## src/rtl/mtt_pkg.sv

```systemverilog
package mtt_pkg;

    localparam logic [1:0] ACT_START = 2'd0;
    localparam logic [1:0] ACT_STOP  = 2'd1;
    localparam logic [1:0] ACT_QUERY = 2'd2;
    localparam logic [1:0] ACT_TICK  = 2'd3;

    localparam logic [1:0] KIND_START  = 2'd0;
    localparam logic [1:0] KIND_STOP   = 2'd1;
    localparam logic [1:0] KIND_QUERY  = 2'd2;
    localparam logic [1:0] KIND_EXPIRY = 2'd3;

    localparam logic [1:0] ST_OK        = 2'd0;
    localparam logic [1:0] ST_NOT_FOUND = 2'd1;
    localparam logic [1:0] ST_FULL      = 2'd2;

    localparam logic [31:0] ID_NONE     = 32'd0;
    localparam logic [31:0] ID_RESERVED = 32'd1;

    localparam int MAX_RESULTS = 16;
    localparam int CNT_W       = 4;

    typedef enum logic [1:0] {
        OP_START,
        OP_STOP,
        OP_QUERY,
        OP_TICK
    } t_op;

    typedef enum logic [1:0] {
        BS_IDLE,
        BS_SCAN,
        BS_FIN,
        BS_LAST
    } t_bst;

    typedef struct packed {
        logic [1:0]  action;
        logic [31:0] duration_ms;
        logic [31:0] timer_id;
        logic [15:0] client_handle;
        logic [31:0] client_param;
    } t_req;

    typedef struct packed {
        logic [1:0]  kind;
        logic [1:0]  status;
        logic [31:0] result_id;
        logic        running;
        logic [31:0] remaining_ms;
        logic [15:0] owner_handle;
        logic [31:0] owner_param;
        logic        last;
    } t_rsp;

    typedef struct packed {
        t_op  op;
        t_req req;
    } t_qent;

    typedef struct packed {
        logic valid;
        logic pop;
    } t_qctl;

endpackage

```

## src/rtl/multiplexed_timer_table.sv

```systemverilog
// Channel   | Handshake                      | Payload
// ----------+--------------------------------+----------------------
// request   | start in, busy out             | i_req (mtt_pkg::t_req)
// result    | o_rsp_valid out, one cycle     | o_rsp (mtt_pkg::t_rsp)
//
// A request waits in a two-entry queue; busy is high while the queue is full.
// Each scan reads the slot table one entry per cycle, so a start, stop or query
// takes one scan, and a tick takes one scan per expiring timer plus a final scan
// when fewer than 16 expire, at most 16 scans.
// Reset is synchronous; it empties the table and sets time to zero.
// Results cannot be held off by the receiver.
module multiplexed_timer_table #(
    parameter int TABLE_ENTRIES = 16,
    parameter int TIME_BITS     = 48
) (
    input  logic           i_clk,
    input  logic           i_rst_n,
    input  logic           start,
    output logic           busy,
    input  mtt_pkg::t_req  i_req,
    output logic           o_rsp_valid,
    output mtt_pkg::t_rsp  o_rsp
);

    mtt_pkg::t_qent q;
    mtt_pkg::t_qctl qctl;

    mtt_front u_front (
        .i_clk     (i_clk),
        .i_rst_n   (i_rst_n),
        .i_start   (start),
        .i_req     (i_req),
        .o_busy    (busy),
        .o_q       (q),
        .i_pop     (qctl.pop),
        .o_q_valid (qctl.valid)
    );

    mtt_back #(
        .TABLE_ENTRIES (TABLE_ENTRIES),
        .TIME_BITS     (TIME_BITS)
    ) u_back (
        .i_clk       (i_clk),
        .i_rst_n     (i_rst_n),
        .i_q         (q),
        .i_q_valid   (qctl.valid),
        .o_pop       (qctl.pop),
        .o_rsp_valid (o_rsp_valid),
        .o_rsp       (o_rsp)
    );

endmodule

```

## src/rtl/mtt_front.sv

```systemverilog
module mtt_front (
    input  logic               i_clk,
    input  logic               i_rst_n,
    input  logic               i_start,
    input  mtt_pkg::t_req      i_req,
    output logic               o_busy,
    output mtt_pkg::t_qent     o_q,
    input  logic               i_pop,
    output logic               o_q_valid
);

    mtt_pkg::t_qent r_mem [2];
    logic           r_wp;
    logic           r_rp;
    logic [1:0]     r_cnt;
    logic           n_wp;
    logic           n_rp;
    logic [1:0]     n_cnt;
    logic           push;
    logic           pop;
    mtt_pkg::t_op   op;

    always_comb begin
        case (i_req.action)
            mtt_pkg::ACT_START: op = mtt_pkg::OP_START;
            mtt_pkg::ACT_STOP:  op = mtt_pkg::OP_STOP;
            mtt_pkg::ACT_QUERY: op = mtt_pkg::OP_QUERY;
            default:            op = mtt_pkg::OP_TICK;
        endcase
    end

    assign o_busy    = (r_cnt == 2'd2);
    assign o_q_valid = (r_cnt != 2'd0);
    assign o_q       = r_mem[r_rp];
    assign push      = i_start && !o_busy;
    assign pop       = i_pop && o_q_valid;

    always_comb begin
        n_wp  = push ? ~r_wp : r_wp;
        n_rp  = pop ? ~r_rp : r_rp;
        n_cnt = r_cnt + {1'b0, push} - {1'b0, pop};
    end

    always_ff @(posedge i_clk) begin
        if (push) begin
            r_mem[r_wp] <= '{op: op, req: i_req};
        end
    end

    always_ff @(posedge i_clk) begin
        if (!i_rst_n) begin
            r_wp  <= 1'b0;
            r_rp  <= 1'b0;
            r_cnt <= 2'd0;
        end else begin
            r_wp  <= n_wp;
            r_rp  <= n_rp;
            r_cnt <= n_cnt;
        end
    end

endmodule

```

## src/rtl/mtt_back.sv

```systemverilog
module mtt_back #(
    parameter int TABLE_ENTRIES = 16,
    parameter int TIME_BITS     = 48
) (
    input  logic               i_clk,
    input  logic               i_rst_n,
    input  mtt_pkg::t_qent     i_q,
    input  logic               i_q_valid,
    output logic               o_pop,
    output logic               o_rsp_valid,
    output mtt_pkg::t_rsp      o_rsp
);

    localparam int IW = (TABLE_ENTRIES > 1) ? $clog2(TABLE_ENTRIES) : 1;
    localparam int CW = IW + 1;
    localparam int TB = TIME_BITS;

    logic [31:0]   m_id  [TABLE_ENTRIES];
    logic [TB-1:0] m_exp [TABLE_ENTRIES];
    logic [15:0]   m_hnd [TABLE_ENTRIES];
    logic [31:0]   m_prm [TABLE_ENTRIES];

    logic [31:0]   r_rd_id;
    logic [TB-1:0] r_rd_exp;
    logic [15:0]   r_rd_hnd;
    logic [31:0]   r_rd_prm;

    mtt_pkg::t_bst r_state, n_state;
    mtt_pkg::t_qent r_cmd, n_cmd;
    logic [TB-1:0] r_now, n_now;
    logic [31:0]   r_idc, n_idc;
    logic [TABLE_ENTRIES-1:0] r_vld, n_vld;
    logic [CW-1:0] r_addr, n_addr;
    logic          r_rv, n_rv;
    logic [IW-1:0] r_ridx, n_ridx;
    logic          r_found, n_found;
    logic [IW-1:0] r_best, n_best;
    logic [TB-1:0] r_blate, n_blate;
    logic [31:0]   r_bid, n_bid;
    logic [TB-1:0] r_bexp, n_bexp;
    logic [15:0]   r_bhnd, n_bhnd;
    logic [31:0]   r_bprm, n_bprm;
    logic [mtt_pkg::CNT_W-1:0] r_cnt, n_cnt;
    logic          r_have, n_have;
    mtt_pkg::t_rsp r_pend, n_pend;
    logic          r_out_valid, n_out_valid;
    mtt_pkg::t_rsp r_out, n_out;

    logic          w_en;
    logic [TB-1:0] ahead_s;
    logic [TB-1:0] late_s;
    logic          due_s;
    logic [TB-1:0] ahead_b;
    logic          due_b;
    logic          hit;
    logic [31:0]   id_inc;

    assign ahead_s = r_rd_exp - r_now;
    assign late_s  = r_now - r_rd_exp;
    assign due_s   = (ahead_s == '0) || (ahead_s[TB-1:32] != '0);
    assign ahead_b = r_bexp - r_now;
    assign due_b   = (ahead_b == '0) || (ahead_b[TB-1:32] != '0);
    assign id_inc  = r_idc + 32'd1;

    always_comb begin
        case (r_cmd.op)
            mtt_pkg::OP_START: hit = !r_vld[r_ridx] && !r_found;
            mtt_pkg::OP_STOP,
            mtt_pkg::OP_QUERY: hit = r_vld[r_ridx] && !r_found
                                     && (r_rd_id == r_cmd.req.timer_id);
            default:           hit = r_vld[r_ridx] && due_s
                                     && (!r_found || (late_s > r_blate));
        endcase
    end

    always_comb begin
        n_state     = r_state;
        n_cmd       = r_cmd;
        n_now       = r_now;
        n_idc       = r_idc;
        n_vld       = r_vld;
        n_addr      = r_addr;
        n_rv        = 1'b0;
        n_ridx      = r_addr[IW-1:0];
        n_found     = r_found;
        n_best      = r_best;
        n_blate     = r_blate;
        n_bid       = r_bid;
        n_bexp      = r_bexp;
        n_bhnd      = r_bhnd;
        n_bprm      = r_bprm;
        n_cnt       = r_cnt;
        n_have      = r_have;
        n_pend      = r_pend;
        n_out_valid = 1'b0;
        n_out       = r_out;
        w_en        = 1'b0;
        o_pop       = 1'b0;
        case (r_state)
            mtt_pkg::BS_IDLE: begin
                if (i_q_valid) begin
                    o_pop   = 1'b1;
                    n_cmd   = i_q;
                    n_addr  = '0;
                    n_found = 1'b0;
                    n_state = mtt_pkg::BS_SCAN;
                    if (i_q.op == mtt_pkg::OP_TICK) begin
                        n_now  = r_now + TB'(1);
                        n_cnt  = '0;
                        n_have = 1'b0;
                    end
                    if (i_q.op == mtt_pkg::OP_START) begin
                        if (id_inc == mtt_pkg::ID_NONE || id_inc == mtt_pkg::ID_RESERVED) begin
                            n_idc = mtt_pkg::ID_RESERVED + 32'd1;
                        end else begin
                            n_idc = id_inc;
                        end
                    end
                end
            end
            mtt_pkg::BS_SCAN: begin
                if (r_addr != CW'(TABLE_ENTRIES)) begin
                    n_rv   = 1'b1;
                    n_addr = r_addr + CW'(1);
                end
                if (r_rv && hit) begin
                    n_found = 1'b1;
                    n_best  = r_ridx;
                    n_blate = late_s;
                    n_bid   = r_rd_id;
                    n_bexp  = r_rd_exp;
                    n_bhnd  = r_rd_hnd;
                    n_bprm  = r_rd_prm;
                end
                if (r_addr == CW'(TABLE_ENTRIES) && !r_rv) begin
                    n_state = mtt_pkg::BS_FIN;
                end
            end
            mtt_pkg::BS_FIN: begin
                n_out      = '0;
                n_out.last = 1'b1;
                n_state    = mtt_pkg::BS_IDLE;
                case (r_cmd.op)
                    mtt_pkg::OP_START: begin
                        n_out_valid = 1'b1;
                        n_out.kind  = mtt_pkg::KIND_START;
                        if (r_found) begin
                            w_en            = 1'b1;
                            n_vld[r_best]   = 1'b1;
                            n_out.status    = mtt_pkg::ST_OK;
                            n_out.result_id = r_idc;
                        end else begin
                            n_out.status = mtt_pkg::ST_FULL;
                        end
                    end
                    mtt_pkg::OP_STOP: begin
                        n_out_valid     = 1'b1;
                        n_out.kind      = mtt_pkg::KIND_STOP;
                        n_out.result_id = r_cmd.req.timer_id;
                        n_out.status    = r_found ? mtt_pkg::ST_OK : mtt_pkg::ST_NOT_FOUND;
                        if (r_found) begin
                            n_vld[r_best] = 1'b0;
                        end
                    end
                    mtt_pkg::OP_QUERY: begin
                        n_out_valid     = 1'b1;
                        n_out.kind      = mtt_pkg::KIND_QUERY;
                        n_out.result_id = r_cmd.req.timer_id;
                        n_out.status    = r_found ? mtt_pkg::ST_OK : mtt_pkg::ST_NOT_FOUND;
                        n_out.running   = r_found;
                        if (r_found && !due_b) begin
                            n_out.remaining_ms = ahead_b[31:0];
                        end
                    end
                    default: begin
                        if (r_found) begin
                            n_vld[r_best] = 1'b0;
                            if (r_have) begin
                                n_out_valid = 1'b1;
                                n_out       = r_pend;
                                n_out.last  = 1'b0;
                            end
                            n_pend              = '0;
                            n_pend.kind         = mtt_pkg::KIND_EXPIRY;
                            n_pend.status       = mtt_pkg::ST_OK;
                            n_pend.result_id    = r_bid;
                            n_pend.owner_handle = r_bhnd;
                            n_pend.owner_param  = r_bprm;
                            n_have              = 1'b1;
                            n_cnt               = r_cnt + mtt_pkg::CNT_W'(1);
                            if (r_cnt == mtt_pkg::CNT_W'(mtt_pkg::MAX_RESULTS - 1)) begin
                                n_state = mtt_pkg::BS_LAST;
                            end else begin
                                n_state = mtt_pkg::BS_SCAN;
                                n_addr  = '0;
                                n_found = 1'b0;
                            end
                        end else if (r_have) begin
                            n_out_valid = 1'b1;
                            n_out       = r_pend;
                            n_out.last  = 1'b1;
                        end
                    end
                endcase
            end
            mtt_pkg::BS_LAST: begin
                n_out_valid = 1'b1;
                n_out       = r_pend;
                n_out.last  = 1'b1;
                n_state     = mtt_pkg::BS_IDLE;
            end
            default: begin
                n_state = mtt_pkg::BS_IDLE;
            end
        endcase
    end

    always_ff @(posedge i_clk) begin
        if (w_en) begin
            m_id[r_best]  <= r_idc;
            m_exp[r_best] <= r_now + TB'(r_cmd.req.duration_ms);
            m_hnd[r_best] <= r_cmd.req.client_handle;
            m_prm[r_best] <= r_cmd.req.client_param;
        end
        r_rd_id  <= m_id[r_addr[IW-1:0]];
        r_rd_exp <= m_exp[r_addr[IW-1:0]];
        r_rd_hnd <= m_hnd[r_addr[IW-1:0]];
        r_rd_prm <= m_prm[r_addr[IW-1:0]];
    end

    always_ff @(posedge i_clk) begin
        if (!i_rst_n) begin
            r_state     <= mtt_pkg::BS_IDLE;
            r_now       <= '0;
            r_idc       <= mtt_pkg::ID_RESERVED;
            r_vld       <= '0;
            r_rv        <= 1'b0;
            r_have      <= 1'b0;
            r_found     <= 1'b0;
            r_addr      <= '0;
            r_cnt       <= '0;
            r_out_valid <= 1'b0;
        end else begin
            r_state     <= n_state;
            r_now       <= n_now;
            r_idc       <= n_idc;
            r_vld       <= n_vld;
            r_rv        <= n_rv;
            r_have      <= n_have;
            r_found     <= n_found;
            r_addr      <= n_addr;
            r_cnt       <= n_cnt;
            r_out_valid <= n_out_valid;
        end
    end

    always_ff @(posedge i_clk) begin
        r_cmd   <= n_cmd;
        r_ridx  <= n_ridx;
        r_best  <= n_best;
        r_blate <= n_blate;
        r_bid   <= n_bid;
        r_bexp  <= n_bexp;
        r_bhnd  <= n_bhnd;
        r_bprm  <= n_bprm;
        r_pend  <= n_pend;
        r_out   <= n_out;
    end

    assign o_rsp_valid = r_out_valid;
    assign o_rsp       = r_out;

endmodule

```

## config.mk

```make
export PLATFORM = sky130hd
export DESIGN_NAME = multiplexed_timer_table
export DESIGN_NICKNAME = d
export VERILOG_FILES = /design/src/rtl/mtt_pkg.sv /design/src/rtl/multiplexed_timer_table.sv /design/src/rtl/mtt_front.sv /design/src/rtl/mtt_back.sv
export SDC_FILE = /design/constraint.sdc
export NUM_CORES = 2
export LEC_CHECK = 0
export BUFFER_PORTS_ARGS = -buffer_cell sky130_fd_sc_hd__buf_2
export CAP_MARGIN = 20
export CORE_ASPECT_RATIO = 1.4
export CORE_MARGIN = 2
export CORE_UTILIZATION = 45
export DETAILED_ROUTE_END_ITERATION = 10
export SYNTH_ARGS = -nofsm -noshare
export SYNTH_HDL_FRONTEND = slang
export SYNTH_SLANG_ARGS = --single-unit
```

## constraint.sdc

```tcl
create_clock -name i_clk -period 24.3 [get_ports i_clk]
set_input_delay 1.215 -clock i_clk [delete_from_list [all_inputs] [get_ports i_clk]]
set_output_delay 1.215 -clock i_clk [all_outputs]
set_load 0.05 [all_outputs]
```

======== Word-level counts from Yosys, hierarchy flattened ========
Memory sizes are Yosys's and may differ from the RTL's. A register that Yosys moved wholly into a read port is not among the register bits.
Cells that the tools add are included.
word-level totals
  word-level logic and storage cells ...... 195
  output and inout port bits .............. 120
  flip-flop bits (word level) ............. 611
  bits of input ports ..................... 117
  memories kept ........................... 5
  bits in writable memories ............... 2280
memories
  name           depth  bits a word  read ports  clocked after memory_dff  write ports  RTL line         RTL
  u_back.m_exp   16     48           1           1                         1            mtt_back.sv:19   logic [TB-1:0] m_exp [TABLE_ENTRIES];
  u_back.m_id    16     32           1           1                         1            mtt_back.sv:18   logic [31:0] m_id [TABLE_ENTRIES];
  u_back.m_prm   16     32           1           1                         1            mtt_back.sv:21   logic [31:0] m_prm [TABLE_ENTRIES];
  u_back.m_hnd   16     16           1           1                         1            mtt_back.sv:20   logic [15:0] m_hnd [TABLE_ENTRIES];
  u_front.r_mem  2      116          1           1                         1            mtt_front.sv:12  mtt_pkg::t_qent r_mem [2];
operators by class
  reduce and logical (&&, ||, !) cells .... 47
  muxes and demuxes ....................... 64
  $add $sub $neg .......................... 10
  $lt $le $gt $ge ......................... 4
  equality and inequality tests ........... 22
  bitwise logic cells ..................... 7
operators by type and width
  kind                     number
  $mux W118                3
  $pmux W118 S2            1
  $sub A48 B48 Y48         3
  $pmux W36 S3             1
  $logic_not A48 Y1        2
  $mux W32                 3
  $pmux W33 S2             1
  $mux W49                 1
  $add A48 B1 Y48 const B  1
  $add A48 B32 Y48         1
  $gt A48 B48 Y1           1
  $add A32 B1 Y32 const B  1
  $eq A32 B1 Y1 const B    1
  $eq A32 B32 Y1           1
  $logic_not A32 Y1        1
  $mux W16                 2
  $pmux W16 S2             1
  $reduce_bool A16 Y1      2
  $mux W1                  26
  $mux W5                  5
  $and A16 B16 Y16         1
  $mux W4                  4
  $not A16 Y16             1
  $or A16 B16 Y16          1
  other kinds (36)         89

======== Longest topological paths before layout ========
  depth in word-level cells ............... 9
  gate-level depth with buffers ........... 31
  depth with buffers taken out ............ 31

======== By module ========
From an unflattened synthesis, not the netlist that was laid out.
unflattened totals
  cell total of the unflattened synthesis .. 6596
  area, all modules ....................... 121896.9 sq um
modules (own cells, without submodules)
  module     area an instance (sq um)  instances  cells an instance  seq. area each (sq um)
  mtt_back   113127.2                  1          6206               81137.8
  mtt_front  8769.7                    1          390                7066.8

======== Worst setup path before layout ========
No wires, ideal clock.
  path kind ............................... register to register
  from .................................... register u_back.r_now[0]
  to ...................................... register u_back.r_best[0], enable pin
  data required time ...................... 23.577 ns
  library setup time ...................... 0.723 ns
  buffers on the path ..................... 0
  period minus slack after synthesis ...... 13.594 ns
  cell stages (with the launch flop) ...... 30
  path slack .............................. 10.706 ns
  arrival time ............................ 12.872 ns
  cell sequence ........................... dfxtp_1 -> inv_1 -> ha_1 -> inv_1 -> fa_1 -> a21o_1 -> a21oi_1 -> o21bai_1 -> a21oi_1 -> o21ai_0 -> a221o_1 -> a21oi_1 -> o21ai_0 -> a21oi_1 -> o21ai_0 -> a21boi_0 -> o21ai_0 -> xor2_1 -> ha_1 -> nand4_1 -> or2_2 -> nor4_1 -> nand2_1 -> nor4_1 -> a21oi_1 -> o211ai_1 -> nor2_1 -> o21ai_0 -> a31oi_1 -> nor2_1
between the ends
  elaborated cells on any way between the ends .. 12
  those cells by class .................... add/sub (2); order compare (1); mux (1); reduce/logical (8)
RTL lines
  item                         RTL line         RTL
  start, declared              mtt_back.sv:30   logic [TB-1:0] r_now, n_now;
  start signal, assigned       mtt_back.sv:245  r_now <= n_now;
  $sub A48 B48 Y48             mtt_back.sv:59   assign late_s = r_now - r_rd_exp;
  named net u_back.late_s[42]  mtt_back.sv:51   logic [TB-1:0] late_s;
  $gt A48 B48 Y1               mtt_back.sv:72   && (!r_found || (late_s > r_blate));
  $logic_or A1 B1 Y1           mtt_back.sv:72
  $logic_and A1 B1 Y1          mtt_back.sv:72
  $pmux W1 S2                  mtt_back.sv:66   case (r_cmd.op)
  $logic_and A1 B1 Y1          mtt_back.sv:126  if (r_rv && hit) begin
  $reduce_and A2 Y1 (no line)  --
  end signal, assigned         mtt_back.sv:260  r_best <= n_best;
  end, declared                mtt_back.sv:37   logic [IW-1:0] r_best, n_best;
The timed path passes the listed nets, and every way through them passes these cells.
A chain may end at the register's enable or synchronous reset.

======== Worst setup path after layout ========
  from .................................... register u_back.r_now[0]
  to ...................................... register u_back.r_bexp[26], enable pin
between the ends
  elaborated cells on any way between the ends .. 12
  those cells by class .................... add/sub (2); order compare (1); mux (1); reduce/logical (8)
RTL lines
  item                         RTL line         RTL
  $sub A48 B48 Y48             mtt_back.sv:59
  named net u_back.late_s[42]  mtt_back.sv:51
  $gt A48 B48 Y1               mtt_back.sv:72
  $logic_or A1 B1 Y1           mtt_back.sv:72
  $logic_and A1 B1 Y1          mtt_back.sv:72
  $pmux W1 S2                  mtt_back.sv:66
  $logic_and A1 B1 Y1          mtt_back.sv:126
  $reduce_and A2 Y1 (no line)  --
  end signal, assigned         mtt_back.sv:263  r_bexp <= n_bexp;
  end, declared                mtt_back.sv:40   logic [TB-1:0] r_bexp, n_bexp;
The timed path passes the listed nets, and every way through them passes these cells.

==> summary.txt <==
Worst hold path
  • Hold WC Path Type: flop to flop

Final layout
  • Commonest non-fill, non-tap cells in the layout: edfxtp_1 (2768), mux4_2 (645), clkbuf_16 (308), a21oi_1 (243), dfxtp_1 (243)
  • FF/Latch Area: slightly below 0.09 mm²
  • Layout cell share with drive strength beyond 1: 0.233
  • Layout Cells excl Fill: around 11000
  • # nets final: roughly 7300
  • P&R area growth vs syn: 12.9%
  • Fillcell total: 21724
  • Multi-input logic area: ~0.032 mm²
  • Final Util: 0.511
  • Commonest non-fill, non-tap cell in the layout: edfxtp_1

CTS
  • TritonCTS Buffers: between 200 and 300
  • Clock root buffer master: clkbuf_16
  • CTS Hold Bufs: 0
  • CTS H-tree lvls: 5
  • Clk_lat worst skew: 0.89 ns
  • TritonCTS clock tree: yes
  • Post_cts resized: 0
  • Post-CTS setup buffer count: 0
  • Clock-pin slew on the worst setup and hold paths: around 0.07 ns
  • Sink Count: 3016
  • Clock Tree Buf Depth: 4

Flow run
  • Max-cap violations: 0

Global route
  • GRT Total Usage: 0.227
  • First-pass GRT wire length: about 450000 µm
  • Initial antenna violation count: 13
  • Vias in the first global route: around 65000
  • Overflow after GRT: 0
  • Pin count of the biggest net entering global routing: about 140

Yosys
  • Synth Area in Adders: 0.0249
  • Ys flop type: edfxtp_1
  • Sequential fraction of the synthesis area: 0.724
  • Post-synthesis xor/xnor area fraction: 0.0184
  • EDFF count, synth: 2768
  • Number of synthesized register bits: roughly 3000
  • Post-Syn Area: 0.122 mm²
  • Post-synthesis compound-gate area fraction: 0.0440
  • Multiplexer share of the synthesized area: 0.131
  • Syn Inst Count: about 6600
  • Async SR Flop Fraction: 0
  • Mapped Avg Cell Area: 18.4 µm²
  • Ys Warns: 0
  • Simple-gate share of the synthesized area: 0.0411
  • Synthesized net count: around 7000
  • Largest family of logic cells by synthesized area: multiplexers
  • Distinct cell type count after synthesis: 94

Power
  • P_leak: 44.3 nW
  • Max VDD drop: 0.0000705 V
  • PwrDens: approximately 96 mW/mm²
  • Final Power: 0.0131 W

Critical path
  • Crit path arrival time: between 9 and 10 ns
  • Crit path kind: flop to flop
  • Buf+Inv Stages, Crit Path: 3
  • Critical Path Max Stage Delay: 0.81 ns
  • Critical path required time: ~25 ns
  • Critical Path Slowest Stage Cell: nor2_4
  • Maximum fanout along the worst path: between 100 and 150
  • Crit path max-delay family: compound AO/OA/AOI/OAI gates
  • Crit. End Element: flop
  • Startpoint Class: flop

STA
  • Final setup viols: 0
  • RSZ-0062 raised after global routing: no
  • Rel. slew slack: 0.226
  • F_max: 0.111 GHz
  • Slew Limit Fails: 0
  • Period utilization: 0.371
  • Crit path time final: 9.01 ns
  • Worst Clk Skew: around 0.066 ns
  • Worst Setup Slack, final: between 15 and 20 ns
  • Slew @ Worst Pin: approximately 1.2 ns
  • Final-report hold violation count: 0
  • TNS Setup: 0 ns

Die
  • Initial Utilization: 0.453
  • Die outline height: approximately 620 µm
  • Placeable Area: 0.269 mm²
  • I/O pin total: ~240
  • Area of the die: approximately 0.27 mm²
  • # rows: approximately 230
  • Die width: 443 µm

Place
  • Port Buf Inserts: between 200 and 250
  • Final GP Congestion: just under 0.9
  • Placed insts: between 10000 and 15000
  • Detailed placement HPWL: 182000 µm
  • Pre-CTS WS: ~15 ns

Routing
  • Via-per-instance ratio: between 5 and 6
  • Drt wl/cell: slightly below 30 µm
  • TritonRoute pass-1 iters: 6
  • Number of remaining DRC errors: 0
  • Vias: roughly 63000
  • Final ANT Viol Nets: 0
  • Routed WL: 315000 µm
  • Detailed Route Iter0 Violations: between 5000 and 6000

Status
  • Outcome: finished, final reports clean
==> flip-flops by register name (all words and copies together) (netlist names), 32 cells and up, named ones only <==
name / count
u_back.m_exp: 768
u_back.m_id: 512
u_back.m_prm: 512
u_back.m_hnd: 256
u_front.r_mem: 228
u_back.o_rsp: 118
u_back.r_cmd: 114
u_back.r_pend: 80
u_back.r_bexp: 48
u_back.r_blate: 48
u_back.r_now: 48
u_back.r_rd_exp: 48
u_back.r_bid: 32
u_back.r_bprm: 32
u_back.r_idc: 32
u_back.r_rd_id: 32
u_back.r_rd_prm: 32
==> area by class of cell <==
class                   count  share of cell area
inverters                 219             0.00605
well taps                3518              0.0321
clock inverters           130             0.00973
multi-input cells        3074               0.231
clock buffers             402              0.0610
diodes                      2           0.0000365
flip-flops and latches   3016               0.642
repair buffers            378              0.0180
==> per-layer routing <==
layer / track usage / part of all wire
met4: 0.0618 / 0.026
met1: 0.300 / 0.41
met5: 0 / 0.000041
met3: 0.0280 / 0.052
met2: 0.397 / 0.51
==> cell usage after synthesis, drive strengths merged (5+ instances only) <==
cell type  count  share of area
edfxtp      2768           0.68
mux4         645           0.12
a21oi        249          0.011
dfxtp        248          0.041
nand2        242         0.0075
ha           237          0.024
nor2         231         0.0071
inv          219         0.0068
clkbuf       208         0.0064
o21ai        208         0.0086
xnor2        180          0.013
a21o         131         0.0081
mux2         116          0.011
buf           85         0.0034
nand3         82         0.0034
xor2          76         0.0055
nand4         73         0.0038
and2          62         0.0032
nor3          62         0.0026
nor4          40         0.0025
a22oi         36         0.0022
and3          36         0.0019
o21bai        34         0.0021
nor2b         33         0.0017
or3           29         0.0015
o21a          27         0.0017
nand2b        24         0.0012
nor4b         19         0.0021
a211oi        18         0.0013
o31ai         18         0.0011
a21boi        14        0.00086
a31oi         14        0.00072
or2           13        0.00067
a2111oi        9        0.00092
mux2i          9        0.00074
o22ai          9        0.00051
o211ai         8        0.00058
o41ai          8        0.00076
a221oi         7        0.00050
and4           7        0.00050
o2111ai        7        0.00050
a211o          5        0.00036
nor3b          5        0.00031
==> logic make-up (layout without fill, tap and decap cells) <==
family | Yosys count | count (layout)
other cells | 0 | 2
flops | 3016 | 3016
buf+inv | 512 | 1129
compound gates | 835 | 835
fa+ha+maj | 240 | 240
simple gates | 973 | 973
xor+xnor | 256 | 256
mux | 770 | 770
==> through the flow <==
| step | instance area, µm² | hold WS, ns |
|---|---|---|
| after floorplan | 122000 | 0.329 |
| after global placement | 127000 | 0.387 |
| after detailed placement | 127000 | 0.389 |
| after CTS | 137000 | 0.403 |
| after global routing | 137000 | 0.412 |
| final | 137000 | 0.403 |
==> power breakdown <==
| part | switching, W | internal, W | leakage, nW |
|---|---|---|---|
| sequential | 0.000289 | 0.00624 | 27.1 |
| combinational | 0.00124 | 0.000738 | 12.5 |
| clock | 0.00195 | 0.00268 | 4.74 |
| total | 0.00349 | 0.00965 | 44.3 |
==> worst paths after layout <==
path                 startpoint                end  slack [ns]  depth (start not counted)
max reg2reg     u_back.r_now[0]  u_back.r_bexp[26]       15.29                         30
min          u_back.r_rd_hnd[3]   u_back.r_bhnd[3]        0.40                          0
max             u_back.r_now[0]  u_back.r_bexp[26]       15.29                         30
min reg2reg  u_back.r_rd_hnd[3]   u_back.r_bhnd[3]        0.40                          0
Note: power is estimated with default switching activity, not from simulation.
